--- src/sv/tpd_pkg.sv ---
`default_nettype none

package tpd_pkg;

    // Packet framing constants.
    localparam int STORE_DEPTH = 9;
    localparam int COUNT_W     = 4;
    localparam logic [COUNT_W-1:0] PKT_MIN_LEN = COUNT_W'(7);
    localparam logic [COUNT_W-1:0] PKT_TILT_LEN = COUNT_W'(8);
    localparam logic [COUNT_W-1:0] PKT_MAX_LEN = COUNT_W'(STORE_DEPTH);

    // Bit positions inside the packet bytes.
    localparam int SYNC_BIT = 7;
    localparam int PROX_BIT = 3;

    localparam int MASK_W  = 9;
    localparam int OUT_W   = 72;
    localparam int VALUE_W = 58;

    typedef logic [STORE_DEPTH-1:0][7:0] store_t;

    // Decoded tablet values, one full set per packet.
    typedef struct packed {
        logic [3:0]         button_bits;
        logic signed [6:0]  tilt_vert;
        logic signed [6:0]  tilt_horiz;
        logic [7:0]         pressure;
        logic [15:0]        pos_y;
        logic [15:0]        pos_x;
    } values_t;

    // Outcome of decoding the held packet against the last values.
    typedef struct packed {
        logic                valid;
        logic [MASK_W-1:0]   changed_mask;
        values_t             values;
    } decode_t;

endpackage

`default_nettype wire

--- src/sv/tablet_packet_decoder_core.sv ---
`default_nettype none

// Pen tablet serial packet decoder.
// The slave channel takes one received serial byte per item in s_tdata[7:0].
// A byte with bit 7 set starts a packet; up to nine bytes are held, and
// extra bytes are dropped. When the next start byte arrives and the held
// packet has at least seven bytes, it is decoded into x, y, pressure, tilt
// and buttons. If any value differs from the last decoded one, a single
// item leaves on the master channel with a mask of the changed fields and
// all current values; otherwise nothing is sent for that packet.
// A start byte that closes a packet moves from the input register through the
// decode into the result register, which drives m_tvalid.
// Throughput is one byte per cycle while the receiver does not stall; the
// decode is a single pass of bit extraction and compares against the last
// values.
// Reset clears the packet store, the byte count and the last values, and
// empties both registers. While the receiver stalls, the result register
// holds and one more byte waits in the input register, then s_tready drops.
module tablet_packet_decoder_core (
    input  wire logic        clk,
    input  wire logic        rst_n,
    input  wire logic        s_tvalid,
    output logic             s_tready,
    input  wire logic [7:0]  s_tdata,   // [7:0] rx_byte
    output logic             m_tvalid,
    input  wire logic        m_tready,
    output logic [71:0]      m_tdata    // [8:0] changed_mask, [24:9] pos_x,
                                        // [40:25] pos_y, [48:41] pressure,
                                        // [55:49] tilt_horiz, [62:56] tilt_vert,
                                        // [66:63] button_bits, [71:67] zero
);
    import tpd_pkg::*;

    logic                  in_valid_reg;
    logic [7:0]            in_byte_reg;
    store_t                store_reg;
    logic [COUNT_W-1:0]    count_reg;
    values_t               last_reg;
    logic                  out_valid_reg;
    logic [MASK_W-1:0]     out_mask_reg;
    values_t               out_values_reg;

    decode_t               dec;
    logic                  proc;
    logic                  is_sync;
    logic                  emit;

    tpd_decode u_decode (
        .store       (store_reg),
        .byte_count  (count_reg),
        .last_values (last_reg),
        .result      (dec)
    );

    // Handshake: the held byte is processed whenever the result slot is free or being drained.
    assign proc     = in_valid_reg && (!out_valid_reg || m_tready);
    assign s_tready = !in_valid_reg || proc;
    assign is_sync  = in_byte_reg[SYNC_BIT];
    assign emit     = proc && is_sync && dec.valid && (dec.changed_mask != '0);

    // Input register.
    always_ff @(posedge clk or negedge rst_n)
    begin
        if (!rst_n)
        begin
            in_valid_reg <= 1'b0;
        end
        else if (s_tready)
        begin
            in_valid_reg <= s_tvalid;
        end
    end

    always_ff @(posedge clk)
    begin
        if (s_tready && s_tvalid)
        begin
            in_byte_reg <= s_tdata;
        end
    end

    // Packet store, byte count and last decoded values.
    always_ff @(posedge clk or negedge rst_n)
    begin
        if (!rst_n)
        begin
            store_reg <= '0;
            count_reg <= '0;
            last_reg  <= '0;
        end
        else if (proc)
        begin
            if (is_sync)
            begin
                if (dec.valid)
                begin
                    last_reg <= dec.values;
                end
                store_reg[0] <= in_byte_reg;
                count_reg    <= COUNT_W'(1);
            end
            else if (count_reg < PKT_MAX_LEN)
            begin
                store_reg[count_reg] <= in_byte_reg;
                count_reg            <= count_reg + COUNT_W'(1);
            end
        end
    end

    // Result register.
    always_ff @(posedge clk or negedge rst_n)
    begin
        if (!rst_n)
        begin
            out_valid_reg <= 1'b0;
        end
        else if (emit)
        begin
            out_valid_reg <= 1'b1;
        end
        else if (m_tready)
        begin
            out_valid_reg <= 1'b0;
        end
    end

    always_ff @(posedge clk)
    begin
        if (emit)
        begin
            out_mask_reg   <= dec.changed_mask;
            out_values_reg <= dec.values;
        end
    end

    assign m_tvalid = out_valid_reg;
    assign m_tdata  = {(OUT_W - VALUE_W - MASK_W)'(0), out_values_reg, out_mask_reg};

    // The byte count never runs past the store depth.
    assert property (@(posedge clk) disable iff (!rst_n) count_reg <= PKT_MAX_LEN)
        else $error("byte count beyond packet store depth");

    // A result always reports at least one changed field.
    assert property (@(posedge clk) disable iff (!rst_n) m_tvalid |-> (m_tdata[8:0] != '0))
        else $error("result with empty change mask");

    // A processed start byte restarts the packet at one byte.
    assert property (@(posedge clk) disable iff (!rst_n) (proc && is_sync) |=> count_reg == 1)
        else $error("start byte did not restart packet");

    // A new result is only loaded when the slot is free or being drained.
    assert property (@(posedge clk) disable iff (!rst_n)
        emit |-> (!$past(out_valid_reg) || !out_valid_reg || m_tready))
        else $error("result loaded over a stalled result");

endmodule

`default_nettype wire

--- src/sv/tpd_decode.sv ---
`default_nettype none

module tpd_decode (
    input  wire tpd_pkg::store_t                  store,
    input  wire logic [tpd_pkg::COUNT_W-1:0]      byte_count,
    input  wire tpd_pkg::values_t                 last_values,
    output tpd_pkg::decode_t                      result
);
    import tpd_pkg::*;

    values_t           cur;
    logic [MASK_W-1:0] mask;

    // Field extraction from the held packet bytes.
    always_comb
    begin
        cur.pos_x       = {store[0][1:0], store[1][6:0], store[2][6:0]};
        cur.pos_y       = {store[3][1:0], store[4][6:0], store[5][6:0]};
        cur.pressure    = {~store[6][6], store[6][5:0], store[3][2]};
        cur.button_bits = store[0][PROX_BIT] ? store[3][6:3] : 4'd0;
        if (byte_count >= PKT_TILT_LEN)
        begin
            cur.tilt_horiz = $signed(store[7][6:0]);
            cur.tilt_vert  = $signed(store[8][6:0]);
        end
        else
        begin
            cur.tilt_horiz = 7'sd0;
            cur.tilt_vert  = 7'sd0;
        end
    end

    // Compare with the last reported values to build the change mask.
    always_comb
    begin
        mask[0]   = cur.pos_x != last_values.pos_x;
        mask[1]   = cur.pos_y != last_values.pos_y;
        mask[2]   = cur.pressure != last_values.pressure;
        mask[3]   = cur.tilt_horiz != last_values.tilt_horiz;
        mask[4]   = cur.tilt_vert != last_values.tilt_vert;
        mask[8:5] = cur.button_bits ^ last_values.button_bits;
    end

    always_comb
    begin
        result.valid        = byte_count >= PKT_MIN_LEN;
        result.changed_mask = mask;
        result.values       = cur;
    end

endmodule

`default_nettype wire
--- config.mk ---
export PLATFORM = sky130hd
export DESIGN_NAME = tablet_packet_decoder_core
export DESIGN_NICKNAME = d
export VERILOG_FILES = /design/src/sv/tpd_pkg.sv /design/src/sv/tablet_packet_decoder_core.sv /design/src/sv/tpd_decode.sv
export SDC_FILE = /design/constraint.sdc
export NUM_CORES = 1
export LEC_CHECK = 0
export BUFFER_PORTS_ARGS = -buffer_cell sky130_fd_sc_hd__clkbuf_2
export CAP_MARGIN = 25
export CORE_ASPECT_RATIO = 0.6
export CORE_MARGIN = 8
export CORE_UTILIZATION = 46
export DETAILED_ROUTE_END_ITERATION = 8
export PLACE_DENSITY = 0.71
export SLEW_MARGIN = 15
export SYNTH_ARGS = -nofsm -noshare
export SYNTH_HDL_FRONTEND = slang
export SYNTH_SLANG_ARGS = --single-unit
--- constraint.sdc ---
create_clock -name clk -period 4.9 [get_ports clk]
set_clock_uncertainty 0.2 [all_clocks]
set_input_delay 0.49 -clock clk [delete_from_list [all_inputs] [get_ports clk]]
set_output_delay 0.49 -clock clk [all_outputs]
set_load 0.1 [all_outputs]
Word level (Yosys, flattened, before mapping) --
Index checks and enable logic that the tools add are counted.
Word-level totals: bits in registers 211, input bits 12, output and inout port bits 74, logic and storage cells 67
Cells by class: $add $sub $neg 1, $lt $le $gt $ge 5, equality and inequality tests 5, multiplexer cells 11, bitwise gates (word level) 3, reduce and logical (&&, ||, !) cells 16
Operator list (count):
- $bwmux W72 | 1
- $demux W8 S4 | 1
- $ne A16 B16 Y1 | 2
- $mux W8 | 3
- $mux W14 | 1
- $ne A7 B7 Y1 | 2
- $mux W4 | 3
- $reduce_bool A9 Y1 | 1
- $ne A8 B8 Y1 | 1
- $logic_and A1 B1 Y1 | 6
- $reduce_and A3 Y1 | 2
- $lt A4 B5 Y1 const B | 1
- $add A4 B1 Y4 const B | 1
- $ge A4 B1 Y1 const B | 1
- $ge A4 B3 Y1 const B | 1
- $ge A4 B4 Y1 const B | 1
- $lt A4 B4 Y1 const B | 1
- $reduce_bool A2 Y1 | 2
- $xor A4 B4 Y4 | 1
- $logic_not A1 Y1 | 2
- $logic_or A1 B1 Y1 | 2
- $mux W1 | 2
- $not A1 Y1 | 2
- $reduce_and A2 Y1 | 1

Logic depth before layout (Yosys ltp) --
Gate-level depths: netlist (run 1).
depth in word-level cells 7, gate-level depth with buffers 8, depth with buffers taken out 7

Cells and area by module --
A second synthesis (run 1) with hierarchy kept.
Unflattened totals: cell total of the unflattened synthesis 566, area, all modules 8729.6 um^2
By module, submodules not included:
- tablet_packet_decoder_core | times used 1, cells each 412, area an instance 7613.6 um^2, sequential area each 5655.4 um^2
- tpd_decode | times used 1, cells each 154, area an instance 1116.1 um^2, sequential area each 0.0 um^2

Worst setup path after synthesis (run 1) --
Ideal clock, no wire load.
path kind register -> register, from reg out_valid_reg, in the netlist m_tvalid, to reg out_values_reg, in the netlist m_tdata[10], enable pin, setup time 492 ps, arrival 4639 ps, required time 4208 ps, path slack -432 ps, stages on the path, launching flop included 8, cells stage by stage dfrtp_1 nand2b_1 and2_1 clkbuf_1 nand3_1 buf_2 clkbuf_1 nor2_1
Between the ends: longest elaborated chain between the ends 6
Ends and longest elaborated chain:
- start, declared | line tablet_packet_decoder_core.sv:39 | logic out_valid_reg;
- start signal, assigned | line tablet_packet_decoder_core.sv:115 | out_valid_reg <= 1'b0;
- start signal, assigned | line tablet_packet_decoder_core.sv:119 | out_valid_reg <= 1'b1;
- start signal, assigned | line tablet_packet_decoder_core.sv:123 | out_valid_reg <= 1'b0;
- $logic_not A1 Y1 | line tablet_packet_decoder_core.sv:56 | assign proc = in_valid_reg && (!out_valid_reg || m_tready);
- $logic_or A1 B1 Y1 | line tablet_packet_decoder_core.sv:56
- $logic_and A1 B1 Y1 | line tablet_packet_decoder_core.sv:56
- $logic_and A1 B1 Y1 (3 in a row) | line tablet_packet_decoder_core.sv:59 | assign emit = proc && is_sync && dec.valid && (dec.changed_mask != '0);
- net emit | line tablet_packet_decoder_core.sv:46 | logic emit;
- end signal, assigned | line tablet_packet_decoder_core.sv:132 | out_values_reg <= dec.values;
- end, declared | line tablet_packet_decoder_core.sv:41 | values_t out_values_reg;
The timed path passes the listed nets, and every way through them passes these cells. A chain may end at the register's enable or synchronous reset.

==> impl_metrics.yaml, run 1 <==
synth:
  synth_top_cell_by_area: "dfrtp_1"
  synthCells: 533
  synth.top_cell.area_share_pct: 38.3
  yosysWarnings: 0
  syn_area_um2: 8030
  yosysMostFrequentCell: "dfrtp_1"
  netlist-cell-type-count: 40
  synth_common_cells: "dfrtp_1 (123), mux2_2 (110), edfxtp_1 (75)"
  synth_area_leaders: "dfrtp_1 (38%), edfxtp_1 (28%), mux2_2 (15%), xnor2_1 (4.6%), xor2_1 (1.3%)"
  ys.flop_type: "dfrtp_1"
  syn_avg_cell_area_um2: 15.1
  synth_edf_count: 75
  ys_seq_area_share_pct: 66.4
  ys_ff_latch: 198
  async_flop_share_pct: 62.1
critical_path:
  crit_start: "count_reg[3]"
  endpoint: "m_tdata[37]"
  worst_setup_path_end_kind: "register"
  reg2regPathDepth: 7
  critPathLaunchType: "register"
  crit_arrival_ns: 3.41
  worstReg2RegStart: "count_reg[3]"
  cp_max_fo: 42
  critPathKind: "reg -> reg"
  r2r_slack_ns: 1.38
  rr_endpoint: "m_tdata[37]"
  worstPathRequired_ns: 4.80
global_route:
  globalRouteOverflowTotal: 0
  grt_pass1_vias: 4751
  antenna_found_initial: 0
  grt_max_degree: 67
  track_usage_pct: 15.0
  grt_pass1_wl_um: 26300
routing:
  ant_nets: 0
  vias_per_cell: 5.25
  dr.pass1.iters: 5
  drt_wl_total_um: 16300
  wl_per_cell_um: 18.7
  dr.first_iter.drc_count: 387
  vias: 4556
  drc: 0
timing:
  setup_ws_ns: 1.38
  fin_crit_ns: 3.52
  rsz0062_at_grt: "no"
  fmax_ghz: 0.284
  finalCritPeriodShare_pct: 71.8
  slew_violations: 0
  setup_tns_ns: 0
  relSlewSlack_pct: 40.6
  holdWs_ns: 0.0493
  timing.final.hold_violations: 0
  worst_slew_pin_slew_ns: 0.891
  setup_viol: 0
floorplanning:
  rows: 37
  die-width_um: 187
  io_pins: 86
  fp.dieH_um: 118
  initial_core_util_pct: 46.9
  core-area_um2: 17100
  die-area_um2: 22100
placed_design:
  dp_slack_ns: 1.46
  dp_hpwl_um: 11000
  place.gp.congestion: 0.830
  port-buffer-count: 80
  placed_area_um2: 8680
final_layout:
  n_antenna_cell: 0
  fin_util_pct: 54.1
  nNetsFinal: 638
  largest_register_ffs: 59
  stdcell_area_um2: 9270
  drive_gt1_share_pct: 36.1
  syn_to_final_growth_pct: 15.4
outcome:
  status: "finished, final reports clean"
clock_network:
  clockBufferDepth: 2
  cts.htree.levels: 4
  cts_resized: 0
  cts_setup_buffers: 0
  cts_made_buffers: 17
  hold_buffers: 1
  cts_sinks: 198
  clkTransAtPathRegs_ns: 0.06
  cts_tree: "done"
  cts_root_buffer: "clkbuf_16"
  clock_latency_ns: 0.41
pwr:
  ir_drop_v: 0.000242
  p_leak_nw: 4.03
  clkPwrFrac_pct: 25.9
  p_int_w: 0.00353
  swShare_pct: 32.6
  power_density_nw_per_um2: 564
  power_frac_seq_pct: 49.9
  pwr-share-comb_pct: 24.3
  p_sw_w: 0.00170
job:
  cap_violations: 0
hold_path:
  holdCritPathClass: "in -> reg"
==> final cells by class <==
class	count	area [um^2]
Multi-Input combinational cell	308	2580
Tap cell	234	293
Clock inverter	11	125
Clock buffer	21	450
Timing Repair Buffer	84	448
Sequential cell	198	5330
Fill cell	1392	7860
Inverter	12	45.0
==> worst min path at each step <==
stage | start | end | slack [ns] | cells after the start
final | s_tdata[7] | in_byte_reg[7] | 0.05 | 1
after global routing | s_tdata[4] | in_byte_reg[4] | 0.02 | 1
after CTS | s_tdata[5] | in_byte_reg[5] | 0.03 | 1
after detailed placement | last_reg[39] | last_reg[39] | 0.29 | 2
after global placement | last_reg[39] | last_reg[39] | 0.28 | 2
after floorplan | rst_n | count_reg[0] | -0.006 | 0
==> cells by family after synthesis <==
logic type	Yosys count	share of synthesized area (%)
compound gates	38	2.84
xor+xnor	54	5.89
fa+ha+maj	5	0.779
buf+inv	31	1.87
flops	198	66.4
mux	110	15.4
other cells	1	0.0467
simple gates	96	6.79
==> metal layers <==
layer	GRT usage [%]	share of wire [%]
met1	20.3	47
met5	0	0
met3	3.99	5.9
met4	4.64	1.4
met2	23.3	46
==> placed cells by master (no fill, tap or decap), types with 7 or more instances in the layout <==
cell type,count
o21ai_0,14
xnor2_1,42
xor2_1,12
nor2_1,14
clkbuf_2,79
dfrtp_1,123
nand2_1,27
and2_1,14
mux2_2,110
clkbuf_16,17
nand4_1,9
inv_1,11
a21oi_1,7
edfxtp_1,75
==> power by group through the flow <==
| stage | combinational [W] | clock (W) | sequential [W] |
|---|---|---|---|
| after global placement | 0.00123 | 0 | 0.00260 |
| after global routing | 0.00137 | 0.00145 | 0.00267 |
| after floorplan | 0.000842 | 0 | 0.00273 |
| final | 0.00127 | 0.00135 | 0.00261 |
| after CTS | 0.00128 | 0.00138 | 0.00261 |
| after detailed placement | 0.00127 | 0 | 0.00263 |
==> metrics by stage <==
stage	cells	total power [W]
6_report	868	0.00523
4_1_cts	868	0.00527
5_1_grt	868	0.00549
3_5_place_dp	835	0.00390
3_3_place_gp	835	0.00383
2_1_floorplan	537	0.00357
==> critical path, stage by stage (launching register included) <==
cell and delay [ns]:
dfrtp_1 0.92, clkinv_1 0.50, nor2_1 0.22, o32ai_1 0.09, nand4_1 0.19, nor4_4 0.09, nor2_4 0.63, buf_12 0.33
Power figures use the tool's default switching activity.
==> run 2, diff against run 1 <==
- PLACE_DENSITY: 0.71 -> 0.69
- clock period: 4.9 -> 3.6 ns (I/O delays scaled with it)
==> impl_metrics.yaml, run 2 (synthesis gave the netlist of run 1 again) <==
critical_path:
  crit_arrival_ns: 2.78
  r2r_slack_ns: 0.78
  worstPathRequired_ns: 3.56
  worstReg2RegStart: "count_reg[3]"
  endpoint: "m_tdata[38]"
  critPathLaunchType: "register"
  reg2regPathDepth: 6
  cp_max_fo: 52
  critPathKind: "reg -> reg"
  crit_start: "count_reg[3]"
  worst_setup_path_end_kind: "register"
  rr_endpoint: "m_tdata[38]"
final_layout:
  drive_gt1_share_pct: 36.4
  largest_register_ffs: 59
  n_antenna_cell: 0
  stdcell_area_um2: 9390
  regArea_um2: 5330
  multi_input_area_um2: 2580
  final_cell_mix: "dfrtp_1 (123), mux2_2 (110), clkbuf_2 (79)"
  fillers: 1375
  layout_commonest_cell: "dfrtp_1"
  nNetsFinal: 650
  syn_to_final_growth_pct: 16.9
clock_network:
  cts_made_buffers: 17
  cts_tree: "done"
  cts_resized: 0
  cts_sinks: 198
  clock_latency_ns: 0.43
  cts.htree.levels: 4
  clockBufferDepth: 2
  clkTransAtPathRegs_ns: 0.07
  cts_root_buffer: "clkbuf_16"
placed_design:
  place.gp.congestion: 0.828
  port-buffer-count: 80
  placed_area_um2: 8720
  dp_hpwl_um: 10800
timing:
  slew_violations: 0
  finalCritPeriodShare_pct: 78.5
  setup_viol: 0
  rsz0062_at_grt: "no"
  setup_tns_ns: 0
  fmax_ghz: 0.354
  fin_crit_ns: 2.82
  worst_slew_pin_slew_ns: 0.878
  timing.final.hold_violations: 0
  relSlewSlack_pct: 41.4
pwr:
  finalPower_w: 0.00710
  p_leak_nw: 4.08
  ir_drop_v: 0.000329
  power_density_nw_per_um2: 757
floorplanning:
  rows: 37
  fp.dieH_um: 118
  io_pins: 86
  die-area_um2: 22100
  die-width_um: 187
  core-area_um2: 17100
  initial_core_util_pct: 46.9
outcome:
  status: "finished, final reports clean"
hold_path:
  holdCritPathClass: "in -> reg"
  min-delay-start: "m_tready"
routing:
  vias_per_cell: 5.22
  vias: 4590
  ant_nets: 0
  wl_per_cell_um: 18.7
  dr.pass1.iters: 4
  dr.first_iter.drc_count: 410
  drt_wl_total_um: 16400
  drc: 0
global_route:
  grt_pass1_vias: 4632
  antenna_found_initial: 0
  track_usage_pct: 15.1
  grt_max_degree: 66
  grt_pass1_wl_um: 26200
  globalRouteOverflowTotal: 0
job:
  cap_violations: 0
## run 2: repair_timing
| item | in CTS | in global routing |
|---|---|---|
| hold buffers | 10 | 0 |
| endpoints found under the hold margin | 73 | 0 |
| setup endpoints to repair | 0 | 0 |
| setup buffers | 0 | 0 |
## run 2: power by group
part / internal, W / switching, W / total [W]
clock network: 0.000915 / 0.000904 / 0.00182
logic: 0.000804 / 0.000957 / 0.00176
registers: 0.00296 / 0.000560 / 0.00352
## run 2: per-stage QoR
stage	cells	setup WS, ns	hold slack (ns)	utilization, %
2_1_floorplan	537	0.123	-0.136	-
3_3_place_gp	838	0.975	0.285	50.9
3_5_place_dp	838	0.868	0.298	50.9
4_1_cts	880	0.819	0.0240	54.8
5_1_grt	880	0.591	0.0789	54.8
6_report	880	0.775	0.0367	54.8
## run 2: routing by layer
metal  GRT usage, %  up-vias  wire, um
met5              0        -         0
met4           4.15        0       132
met3           3.99       13       730
met2           23.0      106      7460
met1           21.0     2349      8090
li1               -     2122         -
## run 2: worst min path at each step
stage                     to  slack, ns  cells past startpoint
2_1_floorplan   count_reg[0]      -0.14                      0
3_3_place_gp    last_reg[39]       0.28                      2
3_5_place_dp   store_reg[57]       0.30                      1
4_1_cts         in_valid_reg       0.02                      3
5_1_grt         in_valid_reg       0.08                      3
6_report        in_valid_reg       0.04                      3
## run 2: area by class of cell
class / instances / share of cell area (%)
clock buffer: 17 / 4.53
clock inverter: 15 / 1.51
inverter: 12 / 0.480
multi-input combinational: 308 / 27.5
sequential: 198 / 56.8
tap: 234 / 3.12
timing repair buffer: 96 / 6.11
## run 2: worst max-delay path, cell delays in order, from the launching register on
cell	delay, ns
dfrtp_1	0.67
clkinv_1	0.41
o32ai_1	0.24
nand4_1	0.30
nor4_4	0.43
nor2_4	0.07
buf_12	0.21
==> run 3, diff against run 2 <==
- clock period: 3.6 -> 2.7 ns (I/O delays scaled with it)
==> impl_metrics.yaml, run 3 (synthesis gave the netlist of run 1 again) <==
outcome:
  status: "finished, final reports clean"
timing:
  finalCritPeriodShare_pct: 96.0
  slew_violations: 0
  fmax_ghz: 0.386
  timing.final.hold_violations: 0
  setup_tns_ns: 0
  rsz0062_at_grt: "no"
  setup_ws_ns: 0.107
  setup_viol: 0
  relSlewSlack_pct: 62.6
  worst_slew_pin_slew_ns: 0.563
  fin_crit_ns: 2.59
pwr:
  swShare_pct: 32.2
  p_sw_w: 0.00306
  pwr-share-comb_pct: 25.2
  power_frac_seq_pct: 49.4
  p_leak_nw: 4.15
  power_density_nw_per_um2: 1000
  p_int_w: 0.00646
  clkPwrFrac_pct: 25.5
  ir_drop_v: 0.000478
  finalPower_w: 0.00952
critical_path:
  crit_arrival_ns: 2.56
  critPathLaunchType: "register"
  cp_max_fo: 31
  worstPathRequired_ns: 2.67
  worstReg2RegStart: "count_reg[3]"
  r2r_slack_ns: 0.11
  reg2regPathDepth: 8
  crit_start: "count_reg[3]"
  critPathKind: "reg -> reg"
  worst_setup_path_end_kind: "register"
global_route:
  track_usage_pct: 15.1
  globalRouteOverflowTotal: 0
  grt_pass1_vias: 4710
  grt_max_degree: 49
  antenna_found_initial: 0
  grt_pass1_wl_um: 26200
routing:
  vias: 4587
  drt_wl_total_um: 16100
  drc: 0
  dr.pass1.iters: 5
  vias_per_cell: 5.15
  wl_per_cell_um: 18.1
  dr.first_iter.drc_count: 179
  ant_nets: 0
floorplanning:
  rows: 37
  initial_core_util_pct: 46.9
  io_pins: 86
  die-area_um2: 22100
  fp.dieH_um: 118
  core-area_um2: 17100
  die-width_um: 187
final_layout:
  largest_register_ffs: 59
  layout_commonest_cell: "dfrtp_1"
  nNetsFinal: 660
  final_cell_mix: "dfrtp_1 (121), mux2_2 (110), clkbuf_2 (79)"
  drive_gt1_share_pct: 36.7
  stdcell_area_um2: 9510
  n_antenna_cell: 0
  fin_util_pct: 55.5
  syn_to_final_growth_pct: 18.4
clock_network:
  clkTransAtPathRegs_ns: 0.06
  clock_latency_ns: 0.43
  cts.htree.levels: 4
  cts_root_buffer: "clkbuf_16"
  clockBufferDepth: 2
  cts_made_buffers: 17
  cts_tree: "done"
  cts_sinks: 198
placed_design:
  port-buffer-count: 80
  placed_area_um2: 8820
  dp_hpwl_um: 11000
  place.gp.congestion: 0.819
  dp_slack_ns: 0.0406
job:
  cap_violations: 0
hold_path:
  holdCritPathClass: "in -> async"
-- run 3: cell count changes in the layout (fill, tap and decap cells not counted), sizes merged --
cell | previous run | this run
clkinvlp | 4 | 1
bufinv | 0 | 2
buf | 7 | 15
inv | 17 | 12
dlygate4sd3 | 10 | 12
clkinv | 6 | 5
clkbuf | 96 | 103
-- run 3: power groups by stage --
stage	clock, W	sequential (W)	combinational [W]
2_1_floorplan	0	0.00495	0.00155
3_5_place_dp	0	0.00475	0.00237
5_1_grt	0.00261	0.00482	0.00260
6_report	0.00243	0.00470	0.00240
4_1_cts	0.00249	0.00470	0.00241
3_3_place_gp	0	0.00470	0.00232
-- run 3: cell type report --
class | instances | area, um^2
Clock buffer | 24 | 462
Clock inverter | 8 | 101
Timing Repair Buffer | 106 | 678
Fill cell | 1403 | 7620
Inverter | 12 | 45.0
Sequential cell | 198 | 5340
Multi-Input combinational cell | 308 | 2600
Tap cell | 234 | 293
-- run 3: routing by layer --
layer / up-vias / share of wire [%] / track usage, %
met5: - / 0 / 0
met4: 0 / 0.88 / 4.50
met2: 104 / 46 / 22.7
met3: 16 / 5.4 / 4.79
li1: 2125 / - / -
met1: 2342 / 48 / 20.8
-- run 3: final timing paths --
kind / to
max: m_tdata[29]
max in group asynchronous: m_tvalid
min: last_reg[20]
min reg2reg: last_reg[51]
max reg2reg: m_tdata[29]
min in group clk: last_reg[51]
-- run 3: metrics by stage --
stage,hold WS [ns],cells
floorplan,-0.226,537
finish,0.139,890
global route,0.178,890
global placement,0.0301,845
CTS,0.141,889
detailed placement,0.0386,845
-- run 3: critical path: stages (launching register included) --
cell      delay (ns)
dfrtp_2         0.50
buf_4           0.21
clkinv_1        0.15
nor2_1          0.07
o32ai_1         0.23
nand4_1         0.26
nor4_4          0.39
nor2_4          0.12
buf_12          0.18
-- run 3: what timing repair did --
item	4_1_cts	5_1_grt
endpoints found under the hold margin	87	0
setup endpoints to repair	0	67
gates resized for setup	0	1
setup buffers	0	1
hold buffers	12	0
